<file path="src/hdl/sfd_pkg.sv">
package sfd_pkg;

  localparam int STORE_DEPTH = 64;
  localparam int IDX_W = (STORE_DEPTH > 1) ? $clog2(STORE_DEPTH) : 1;
  localparam int CNT_W = IDX_W + 1;
  localparam int ADDR_W = IDX_W + 1;

  localparam logic [7:0] HEADER_RESET = 8'hAA;
  localparam logic [7:0] END_RESET = 8'hEF;

  localparam logic REG_HEADER = 1'b0;
  localparam logic REG_END = 1'b1;

  typedef struct packed {
    logic en;
    logic [ADDR_W-1:0] addr;
    logic [15:0] data;
  } wr_t;

  typedef struct packed {
    logic bank;
    logic [CNT_W-1:0] count;
    logic ovf;
  } cmd_t;

  typedef struct packed {
    logic valid;
    logic bank;
  } done_t;

endpackage

</file>
<file path="src/hdl/sfd_front.sv">
module sfd_front (
  input  logic clk,
  input  logic rst,
  input  logic [7:0] header_byte,
  input  logic [7:0] end_byte,
  input  logic s_valid,
  output logic s_ready,
  input  logic [7:0] s_data,
  output sfd_pkg::wr_t wr,
  output logic push,
  output sfd_pkg::cmd_t cmd,
  input  sfd_pkg::done_t done
);
  import sfd_pkg::*;

  typedef enum logic [2:0] {
    PH_HUNT,
    PH_LEN,
    PH_HIGH,
    PH_LOW,
    PH_END
  } phase_t;

  localparam logic [7:0] DEPTH8 = 8'(STORE_DEPTH);

  phase_t phase;
  logic [7:0] frame_length;
  logic [7:0] samples_seen;
  logic [7:0] high_half;
  logic wbank;
  logic [1:0] busy;
  logic [1:0] busy_next;
  logic [7:0] seen_inc;
  logic accept;

  assign s_ready = !busy[wbank];
  assign accept = s_valid && s_ready;
  assign seen_inc = (samples_seen != 8'hFF) ? samples_seen + 8'd1 : samples_seen;

  assign wr.en = accept && (phase == PH_LOW) && (samples_seen < DEPTH8);
  assign wr.addr = {wbank, samples_seen[IDX_W-1:0]};
  assign wr.data = {high_half, s_data};

  assign push = accept && (phase == PH_END) && (s_data == end_byte);
  assign cmd.bank = wbank;
  assign cmd.count = (samples_seen >= DEPTH8) ? CNT_W'(STORE_DEPTH)
                                              : samples_seen[CNT_W-1:0];
  assign cmd.ovf = samples_seen > DEPTH8;

  always_comb begin
    busy_next = busy;
    if (done.valid) begin
      busy_next[done.bank] = 1'b0;
    end
    if (push) begin
      busy_next[wbank] = 1'b1;
    end
  end

  always_ff @(posedge clk) begin
    if (rst) begin
      phase <= PH_HUNT;
      frame_length <= 8'd0;
      samples_seen <= 8'd0;
      high_half <= 8'd0;
      wbank <= 1'b0;
      busy <= 2'b00;
    end else begin
      busy <= busy_next;
      if (accept) begin
        unique case (phase)
          PH_LEN: begin
            frame_length <= s_data;
            samples_seen <= 8'd0;
            phase <= PH_HIGH;
          end
          PH_HIGH: begin
            high_half <= s_data;
            phase <= PH_LOW;
          end
          PH_LOW: begin
            samples_seen <= seen_inc;
            phase <= (seen_inc >= frame_length) ? PH_END : PH_HIGH;
          end
          PH_END: begin
            if (push) begin
              wbank <= !wbank;
            end
            phase <= PH_HUNT;
          end
          PH_HUNT: begin
            phase <= (s_data == header_byte) ? PH_LEN : PH_HUNT;
          end
        endcase
      end
    end
  end

endmodule

</file>
<file path="src/hdl/sfd_queue.sv">
module sfd_queue (
  input  logic clk,
  input  logic rst,
  input  logic push,
  input  sfd_pkg::cmd_t push_cmd,
  input  logic pop,
  output logic empty,
  output sfd_pkg::cmd_t head
);
  import sfd_pkg::*;

  cmd_t slots [2];
  logic wptr;
  logic rptr;
  logic [1:0] fill;

  assign empty = (fill == 2'd0);
  assign head = slots[rptr];

  always_ff @(posedge clk) begin
    if (push) begin
      slots[wptr] <= push_cmd;
    end
  end

  always_ff @(posedge clk) begin
    if (rst) begin
      wptr <= 1'b0;
      rptr <= 1'b0;
      fill <= 2'd0;
    end else begin
      if (push) begin
        wptr <= !wptr;
      end
      if (pop) begin
        rptr <= !rptr;
      end
      unique case ({push, pop})
        2'b10: fill <= fill + 2'd1;
        2'b01: fill <= fill - 2'd1;
        2'b00, 2'b11: fill <= fill;
      endcase
    end
  end

endmodule

</file>
<file path="src/hdl/sfd_back.sv">
module sfd_back (
  input  logic clk,
  input  logic rst,
  input  sfd_pkg::wr_t wr,
  input  logic q_empty,
  input  sfd_pkg::cmd_t q_head,
  output logic pop,
  output sfd_pkg::done_t done,
  output logic m_valid,
  input  logic m_ready,
  output logic [23:0] m_data,
  output logic m_last
);
  import sfd_pkg::*;

  typedef enum logic [1:0] {
    B_IDLE,
    B_READ,
    B_SHOW
  } bstate_t;

  logic [15:0] mem [2*STORE_DEPTH];
  bstate_t state;
  logic bank;
  logic [CNT_W-1:0] count;
  logic ovf;
  logic [IDX_W-1:0] idx;
  logic [15:0] rdata;
  logic is_last;

  assign pop = (state == B_IDLE) && !q_empty;
  assign is_last = CNT_W'({1'b0, idx} + CNT_W'(1)) == count;
  assign m_valid = (state == B_SHOW);
  assign m_last = is_last;
  assign m_data = {1'b0, ovf, 6'(idx), rdata};
  assign done.valid = m_valid && m_ready && is_last;
  assign done.bank = bank;

  always_ff @(posedge clk) begin
    if (wr.en) begin
      mem[wr.addr] <= wr.data;
    end
    if (state == B_READ) begin
      rdata <= mem[{bank, idx}];
    end
  end

  always_ff @(posedge clk) begin
    if (rst) begin
      state <= B_IDLE;
      bank <= 1'b0;
      count <= '0;
      ovf <= 1'b0;
      idx <= '0;
    end else begin
      unique case (state)
        B_IDLE: begin
          if (pop) begin
            bank <= q_head.bank;
            count <= q_head.count;
            ovf <= q_head.ovf;
            idx <= '0;
            state <= B_READ;
          end
        end
        B_READ: begin
          state <= B_SHOW;
        end
        B_SHOW: begin
          if (m_ready) begin
            if (is_last) begin
              state <= B_IDLE;
            end else begin
              idx <= idx + 1'b1;
              state <= B_READ;
            end
          end
        end
      endcase
    end
  end

endmodule

</file>
<file path="src/hdl/sample_frame_deframer.sv">
// Byte-stream frame parser for 16-bit samples.
// Input: s_axis carries one received byte per transfer. A frame is the
// header byte, a length byte, big-endian sample pairs and the end byte.
// Output: m_axis carries one sample per transfer for each frame whose end
// byte matched; tlast marks the final sample, tdata also gives the sample
// index and the overflow flag. Frames with a wrong end byte yield nothing.
// Configuration: APB registers header_byte at 0x0 and end_byte at 0x4.
// Timing: a byte is accepted whenever s_axis_tready is high. After the end
// byte the back end pops the frame from the queue; each sample passes its
// read state, then is offered in its show state until tready is high. Two
// sample banks of 64 entries let the parser fill one frame while the
// other is sent out; the parser drops tready while both banks hold
// committed frames that have not been fully transferred.
// When the receiver stalls, the current sample holds on m_axis and the
// parser keeps taking bytes until both banks are occupied.
// Reset: synchronous, active high; the parser returns to header hunt,
// the queue empties, registers return to 0xAA and 0xEF.
module sample_frame_deframer (
  input  logic clk,
  input  logic rst,
  input  logic s_axis_tvalid,
  output logic s_axis_tready,
  input  logic [7:0] s_axis_tdata,   // [7:0] rx_byte
  output logic m_axis_tvalid,
  input  logic m_axis_tready,
  output logic [23:0] m_axis_tdata,  // [15:0] sample, [21:16] sample_index,
                                     // [22] overflowed, [23] zero
  output logic m_axis_tlast,
  input  logic psel,
  input  logic penable,
  input  logic pwrite,
  input  logic [2:0] paddr,
  input  logic [31:0] pwdata,
  output logic [31:0] prdata,
  output logic pready
);
  import sfd_pkg::*;

  logic [7:0] header_byte;
  logic [7:0] end_byte;
  wr_t wr;
  logic push;
  cmd_t cmd;
  done_t done;
  logic pop;
  logic q_empty;
  cmd_t q_head;

  assign pready = 1'b1;
  assign prdata = {24'd0, (paddr[2] == REG_END) ? end_byte : header_byte};

  always_ff @(posedge clk) begin
    if (rst) begin
      header_byte <= HEADER_RESET;
      end_byte <= END_RESET;
    end else if (psel && penable && pwrite && pready) begin
      if (paddr[2] == REG_HEADER) begin
        header_byte <= pwdata[7:0];
      end else begin
        end_byte <= pwdata[7:0];
      end
    end
  end

  sfd_front u_front (
    .clk(clk),
    .rst(rst),
    .header_byte(header_byte),
    .end_byte(end_byte),
    .s_valid(s_axis_tvalid),
    .s_ready(s_axis_tready),
    .s_data(s_axis_tdata),
    .wr(wr),
    .push(push),
    .cmd(cmd),
    .done(done)
  );

  sfd_queue u_queue (
    .clk(clk),
    .rst(rst),
    .push(push),
    .push_cmd(cmd),
    .pop(pop),
    .empty(q_empty),
    .head(q_head)
  );

  sfd_back u_back (
    .clk(clk),
    .rst(rst),
    .wr(wr),
    .q_empty(q_empty),
    .q_head(q_head),
    .pop(pop),
    .done(done),
    .m_valid(m_axis_tvalid),
    .m_ready(m_axis_tready),
    .m_data(m_axis_tdata),
    .m_last(m_axis_tlast)
  );

endmodule

</file>
<file path="config.mk">
export PLATFORM = sky130hd
export DESIGN_NAME = sample_frame_deframer
export DESIGN_NICKNAME = d
export VERILOG_FILES = /design/src/hdl/sfd_pkg.sv /design/src/hdl/sfd_front.sv /design/src/hdl/sfd_queue.sv /design/src/hdl/sfd_back.sv /design/src/hdl/sample_frame_deframer.sv
export SDC_FILE = /design/constraint.sdc
export NUM_CORES = 2
export LEC_CHECK = 0
export BUFFER_PORTS_ARGS = -buffer_cell sky130_fd_sc_hd__buf_2
export CAP_MARGIN = 20
export CORE_MARGIN = 1.5
export CORE_UTILIZATION = 25
export DETAILED_ROUTE_END_ITERATION = 6
export SLEW_MARGIN = 15
export SYNTH_ARGS = -nofsm -noshare
export SYNTH_HDL_FRONTEND = slang
export SYNTH_SLANG_ARGS = --single-unit
</file>
<file path="constraint.sdc">
create_clock -name clk -period 3.25 [get_ports clk]
set_input_delay 0.325 -clock clk [delete_from_list [all_inputs] [get_ports clk]]
set_output_delay 0.325 -clock clk [all_outputs]
set_load 0.02 [all_outputs]
</file>
After elaboration in Yosys (flattened, before gate mapping) --
Memory sizes are Yosys's and may differ from the RTL's. A register that Yosys moved wholly into a read port is not among the register bits. Cells that the tools add are included.
Word-level totals: bits in registers 58, bits in writable memories 2066, output and inout bits 60, word-level logic and storage cells 109, memories kept 2
Memories:
- u_back.mem | depth 128, bits a word 16, rd ports 1, clocked after Yosys merged registers in 1, write ports 1, line sfd_back.sv:22 | logic [15:0] mem [2*STORE_DEPTH];
- u_queue.slots | depth 2, bits a word 9, rd ports 1, clocked after Yosys merged registers in 1, write ports 1, line sfd_queue.sv:12 | cmd_t slots [2];
Cells by class: $add $sub $neg 5, order comparisons 8, equality and inequality tests 16, muxes and demuxes 28, bitwise logic cells 4, reductions and logical operators 33
Operators by type and width (count):
- two-way mux 6 bit | 3
- equality test 8 bit | 2
- two-way mux 8 bit | 2
- one-hot mux 8 bit (2 select lines) | 1
- one-hot mux 3 bit (5 select lines) | 1
- AND reduction 2 bit | 7
- logical AND 1 bit | 12
- one-hot mux 6 bit (2 select lines) | 1
- two-way mux 1 bit | 10
- adder 8 x 1 -> 8 bit (second input constant) | 1
- >= comparator 8 x 7 -> 1 bit (second input constant) | 1
- >= comparator 8 bit | 1
- greater-than comparator 8 x 7 -> 1 bit (second input constant) | 1
- < comparator 8 x 7 -> 1 bit (second input constant) | 1
- two-way mux 2 bit | 4
- != test 8 bit (second input constant) | 1
- adder 6 x 1 -> 7 bit (second input constant) | 1
- equality test 7 bit | 1
- two-way mux 7 bit | 1
- adder 6 x 1 -> 6 bit (second input constant) | 1
- equality test 2 bit (second input constant) | 3
- equality test 3 x 2 -> 1 bit (second input constant) | 2
- zero test 2 bit | 3
- != test 2 bit (second input constant) | 3
- other kinds (21) | 30

Longest topological paths before layout --
depth after elaboration 9, mapped depth 12

By module --
Synthesis repeated with hierarchy kept, for this count alone.
Second synthesis, totals: cells, all modules 3943, area total of the unflattened synthesis 83511.3 µm²
Modules (own cells, without submodules):
- sfd_back | instances 1, cells an instance 3551, area each 79668.9 µm²
- sfd_front | instances 1, cells an instance 240, area each 2011.9 µm²
- sample_frame_deframer | instances 1, cells an instance 103, area each 987.2 µm²
- sfd_queue | instances 1, cells an instance 49, area each 843.3 µm²

Worst setup path after synthesis --
Ideal clock, no wire load.
path type reg-to-reg, start register u_front.wbank, end memory u_back.mem[51][0] (enable), setup time 0.389 ns, arrival 2.756 ns, slack 0.105 ns, stages on the path, launching flop included 7, buffers on the path 1, period minus slack after synthesis 3.145 ns, cell sequence dfxtp_1 -> mux2i_1 -> nand4b_1 -> nor4_1 -> nand2_1 -> clkbuf_1 -> nor2_1
On the way: cells in the longest elaborated chain, start to end 8
Ends and longest elaborated chain:
- from (decl) | line sfd_front.sv:30 | logic wbank;
- from (signal assigned) | line sfd_front.sv:87 | wbank <= !wbank;
- two-way mux 1 bit (not written as such) (2 in series) | line sfd_front.sv:36 | assign s_ready = !busy[wbank];
- zero test 1 bit | line sfd_front.sv:36
- net s_axis_tready | line sample_frame_deframer.sv:22 | output logic s_axis_tready,
- logical AND 1 bit | line sfd_front.sv:37 | assign accept = s_valid && s_ready;
- logical AND 1 bit (2 in series) | line sfd_front.sv:40 | assign wr.en = accept && (phase == PH_LOW) && (samples_seen < DEPTH8);
- two-way mux 1 bit | line sfd_back.sv:40 | if (wr.en) begin
- two-way mux 1 bit (not written as such) | line sfd_back.sv:41 | mem[wr.addr] <= wr.data;
- to (decl) | line sfd_back.sv:22
The timed path passes the listed nets, and every way through them passes these cells. The select of a mux whose other input is x is not followed.

==> results.env <==
RESULT_OF_THE_RUN='complete, no violations'
SYNTHESIS.INSTANCES=4249
LAYOUT_SETUP_WS_NS=0.0511
SUM_OF_OVERFLOW_ACROSS_ALL_LAYERS_AFTER_GLOBAL_ROUTING=0
CRITICAL_PATH.ENDPOINT_TYPE='register'
FINAL_CRITICAL_PATH_SHARE_OF_THE_CLOCK_PERIOD_PCT=98.4
ROUTEDWLPERCELL_UM=23.7
POST-LAYOUT-TOTAL-POWER_mW=54.0
YOSYS_MOST_USED_DFF='edfxtp_1'
PLACEMENT.IO_BUFFERS=57
GLOBALROUTETOTALUTIL_PCT=12.5
DP_HPWL_MM=131
DESIGN.DIE.AREA_UM2=337000
RSZ0062_AT_GRT='false'
INITIAL_CORE_UTIL_PCT=25.2
MUXSHAREOFSYNTHAREA_PCT=14.6
DESIGN.FINAL.NETS=4702
NUMCTSBUFFERS=211
CP_MAX_FO=32
YS_FF_LATCH=2149
PATH_CLASS='reg -> reg'
SYNTHESIZED_AREA_UM2=83400
FIN_UTIL_PCT=29.7
DETAILEDROUTE.FIRSTITERATIONVIOLATIONS=4669
GP_ROUTABILITY_CONGESTION=0.807
DR_DRC_COUNT=0
REGTOREGSETUPSLACK_NS=0.05
TRITONCTS='done'
PERIOD_MINUS_SLACK_NS=3.20
DRTANTENNAVIOLNETS=0
SYNTHSIMPLEGATEAREAFRAC_PCT=3.18
CLK_LATENCY_NS=0.86
TIMING.CLOCK.SKEW_NS=0.0496
VIA_COUNT=42483
TIMING.FINAL.HOLD_VIOLATIONS=0
SYNTH-EDFF-COUNT=2082
AREA_GROWTH_SYN_TO_LAYOUT_PCT=17.9
COREAREA_UM2=331000
CLKSLEWWORSTSETUPHOLDPATHS_NS=0.06
YOSYS_WARNINGS=0
CP_DATA_REQUIRED_TIME_NS=3.96
HOLD_SLACK_NS=0.0615
CP_CELL_SEQUENCE='buf_4, nor3b_2, buf_4, a22o_1, a221oi_1, buf_4, a31oi_1, buf_4, a21oi_1, buf_4, nand4_1'
ROUTE.FINAL.WIRE_LENGTH_MM=217
FP.DIEH_UM=580
SYNTH-COMPOUND-AREA-SHARE_PCT=3.38
GRT_ANTENNA_BEFORE_REPAIR=10
TIMING.CRITICAL_PATH.SLOWEST_CELL_DELAY_NS=0.58
ROW_COUNT=211
PIN_COUNT=110
DIE_W_UM=580
MAX_CLOCK_FREQ_MHz=313
IR_DROP_uV=500
AREA_SHARE_OF_FA_HA_MAJ_CELLS_AFTER_SYNTHESIS_PCT=0.180
WORST_PIN_SLEW_NS=1.09
FILLCELLCOUNT=32218
HP-CLASS='in -> reg'
GRT_FIRST_PASS_WIRELENGTH_MM=309
WORST_SLEW_MARGIN_REL_PCT=27.3
SETUP.WORST_PATH.START_CLASS='register'
MAX-CAP-VIOLATIONS=0
POWER_DENSITY_OVER_CELL_AREA_nW_PER_UM2=550
CELLLEAKAGEPOWER_nW=27.8
DRIVE_ABOVE_1_SHARE_PCT=22.4
AVERAGE_CELL_AREA_AFTER_SYNTHESIS_UM2=19.6
CRIT_SLOWEST_CELL='a31oi_1'
ASYNC_RESET_FF_SHARE_PCT=0
COUNT_OF_DIFFERENT_CELL_MASTERS_AFTER_SYNTHESIS=57
LARGEST_FAMILY_OF_LOGIC_CELLS_BY_SYNTHESIZED_AREA='multiplexers'
CLOCK_TREE.HTREE_LEVEL_COUNT=4
PLACE_WORST_SETUP_SLACK_NS=0.0321
VIA_PER_INST=4.63
GRT_PASS1_VIAS=42151
YOSYSSEQAREASHARE_PCT=76.6
DETAILEDROUTE.FIRSTPASSITERATIONCOUNT=5
CRIT_PATH_FREQUENT_CELL='buf_4'
DRV_SLEW=0
XOR_AND_XNOR_FRACTION_OF_THE_MAPPED_NETLIST_AREA_PCT=0.336
ARRIVAL_NS=3.91
GRT_START_MAX_NET_PINS=132
MAX-CLOCK-PATH-BUFFERS=3
FINALSETUPVIOLCOUNT=0
CLOCK_SINKS=2149
CELL_AT_THE_ROOT_OF_THE_CLOCK_TREE='clkbuf_16'
## cell type report
class | instances | area (um^2) | share of cell area [%]
clock buffer | 274 | 5570 | 5.67
clock inverter | 109 | 1060 | 1.08
sequential | 2149 | 63900 | 65.0
antenna | 4 | 10.0 | 0.0102
tap | 4366 | 5460 | 5.56
inverter | 19 | 71.3 | 0.0726
multi-input combinational | 1836 | 18300 | 18.6
timing repair buffer | 423 | 3880 | 3.95
## synthesized netlist by cell type, types with 3 or more instances
cell type | number | area [um^2]
o21a_1 | 3 | 22.5
nand3_1 | 124 | 621
xor2_1 | 11 | 96.3
nor3_1 | 6 | 30.0
or2_2 | 3 | 18.8
a21oi_1 | 77 | 385
nor4_1 | 6 | 37.5
and4_1 | 15 | 131
buf_2 | 103 | 515
nand4_1 | 40 | 250
clkbuf_1 | 105 | 394
and2_1 | 7 | 43.8
a22oi_1 | 213 | 1600
buf_4 | 34 | 255
ha_1 | 12 | 150
a21o_1 | 5 | 37.5
buf_6 | 9 | 101
a22o_1 | 16 | 140
inv_1 | 17 | 63.8
dfxtp_1 | 67 | 1340
a221oi_1 | 18 | 158
xnor2_1 | 21 | 184
mux4_2 | 336 | 7570
nand2b_1 | 8 | 50.1
and3_1 | 5 | 31.3
buf_1 | 18 | 67.6
mux2i_1 | 435 | 4350
nor2_1 | 202 | 758
mux2_2 | 24 | 270
nor2b_1 | 10 | 62.6
o21ai_0 | 8 | 40.0
o211ai_1 | 18 | 135
a31oi_1 | 17 | 106
edfxtp_1 | 2082 | 62500
a211oi_1 | 10 | 75.1
nand2_1 | 133 | 499
## worst paths after layout
check / start / cells past startpoint / end
hold / removal: s_axis_tdata[2] / 6 / u_front.busy[1]
setup reg to reg: u_back.idx[1] / 11 / u_back.rdata[4]
setup / recovery: u_back.idx[1] / 11 / u_back.rdata[4]
hold reg to reg: u_queue.fill[1] / 2 / u_queue.fill[1]
## per-stage QoR
stage | TNS [ns] | area, um^2 | std cells
floorplan | 0 | 83400 | 4273
detailed placement | 0 | 91100 | 8762
CTS | 0 | 98200 | 9175
global route | 0 | 98200 | 9176
global placement | -0.0322 | 91100 | 8762
finish | 0 | 98200 | 9180
## worst max-delay path, delay by kind of cell (launching register included)
kind | cells | cell delay, ns
and+or+nand+nor | 2 | 0.29
AOI/OAI and AO/OA | 4 | 0.95
DFF | 1 | 0.44
buffers and inverters | 5 | 1.34
## layout by cell type (no fill, tap or decap), types with 56 or more instances in the layout
master     Yosys  final
mux2i_1      435    435
edfxtp_1    2082   2082
nor2_1       202    197
nand3_1      124    123
a22oi_1      213    213
clkinv_1       2     56
a21oi_1       77     76
nand2_1      133    133
clkbuf_16      0    213
buf_4         34    299
mux4_2       336    336
clkbuf_1     105     59
## state kept, by name, indices dropped and copies added, names as in the netlist, 3 cells and up
register / cells
header_byte: 8
u_back.rdata: 16
end_byte: 8
u_front.phase: 3
u_back.count: 7
u_front.high_half: 8
u_queue.slots: 18
u_front.samples_seen: 8
u_back.idx: 6
u_front.frame_length: 8
u_back.mem: 2048
## metal layers
metal | up-vias | GRT usage (%) | routed length [um]
met5 | - | 0 | 13
met3 | 280 | 2.08 | 14500
met4 | 2 | 3.71 | 6310
met1 | 22509 | 17.0 | 92400
met2 | 1585 | 20.5 | 104000
li1 | 18107 | - | -
## power breakdown
part           internal, mW  leakage [nW]  switching, mW
combinational        0.0691          6.41          0.355
clock                  13.1          3.20           10.4
sequential             30.1          18.2        0.00665
## timing repair
item,4_1_cts,5_1_grt
hold buffers,19,0
setup endpoints to repair,1,4
endpoints found under the hold margin,54,0
gates resized for setup,9,6
buffers inserted,7,0
pin swaps,1,4
cloned,4,1
## cells by family (layout without fill, tap and decap cells)
kind of cell,count (synthesis),in the layout
XOR/XNOR,32,32
AO/OA/AOI/OAI,398,398
multiplexers,795,795
adder cells (fa/ha/maj),12,12
other,2,30
flip-flops,2149,2149
AND/OR/NAND/NOR,573,573
buffers and inverters,288,825
Note: power is estimated with default switching activity, not from simulation.
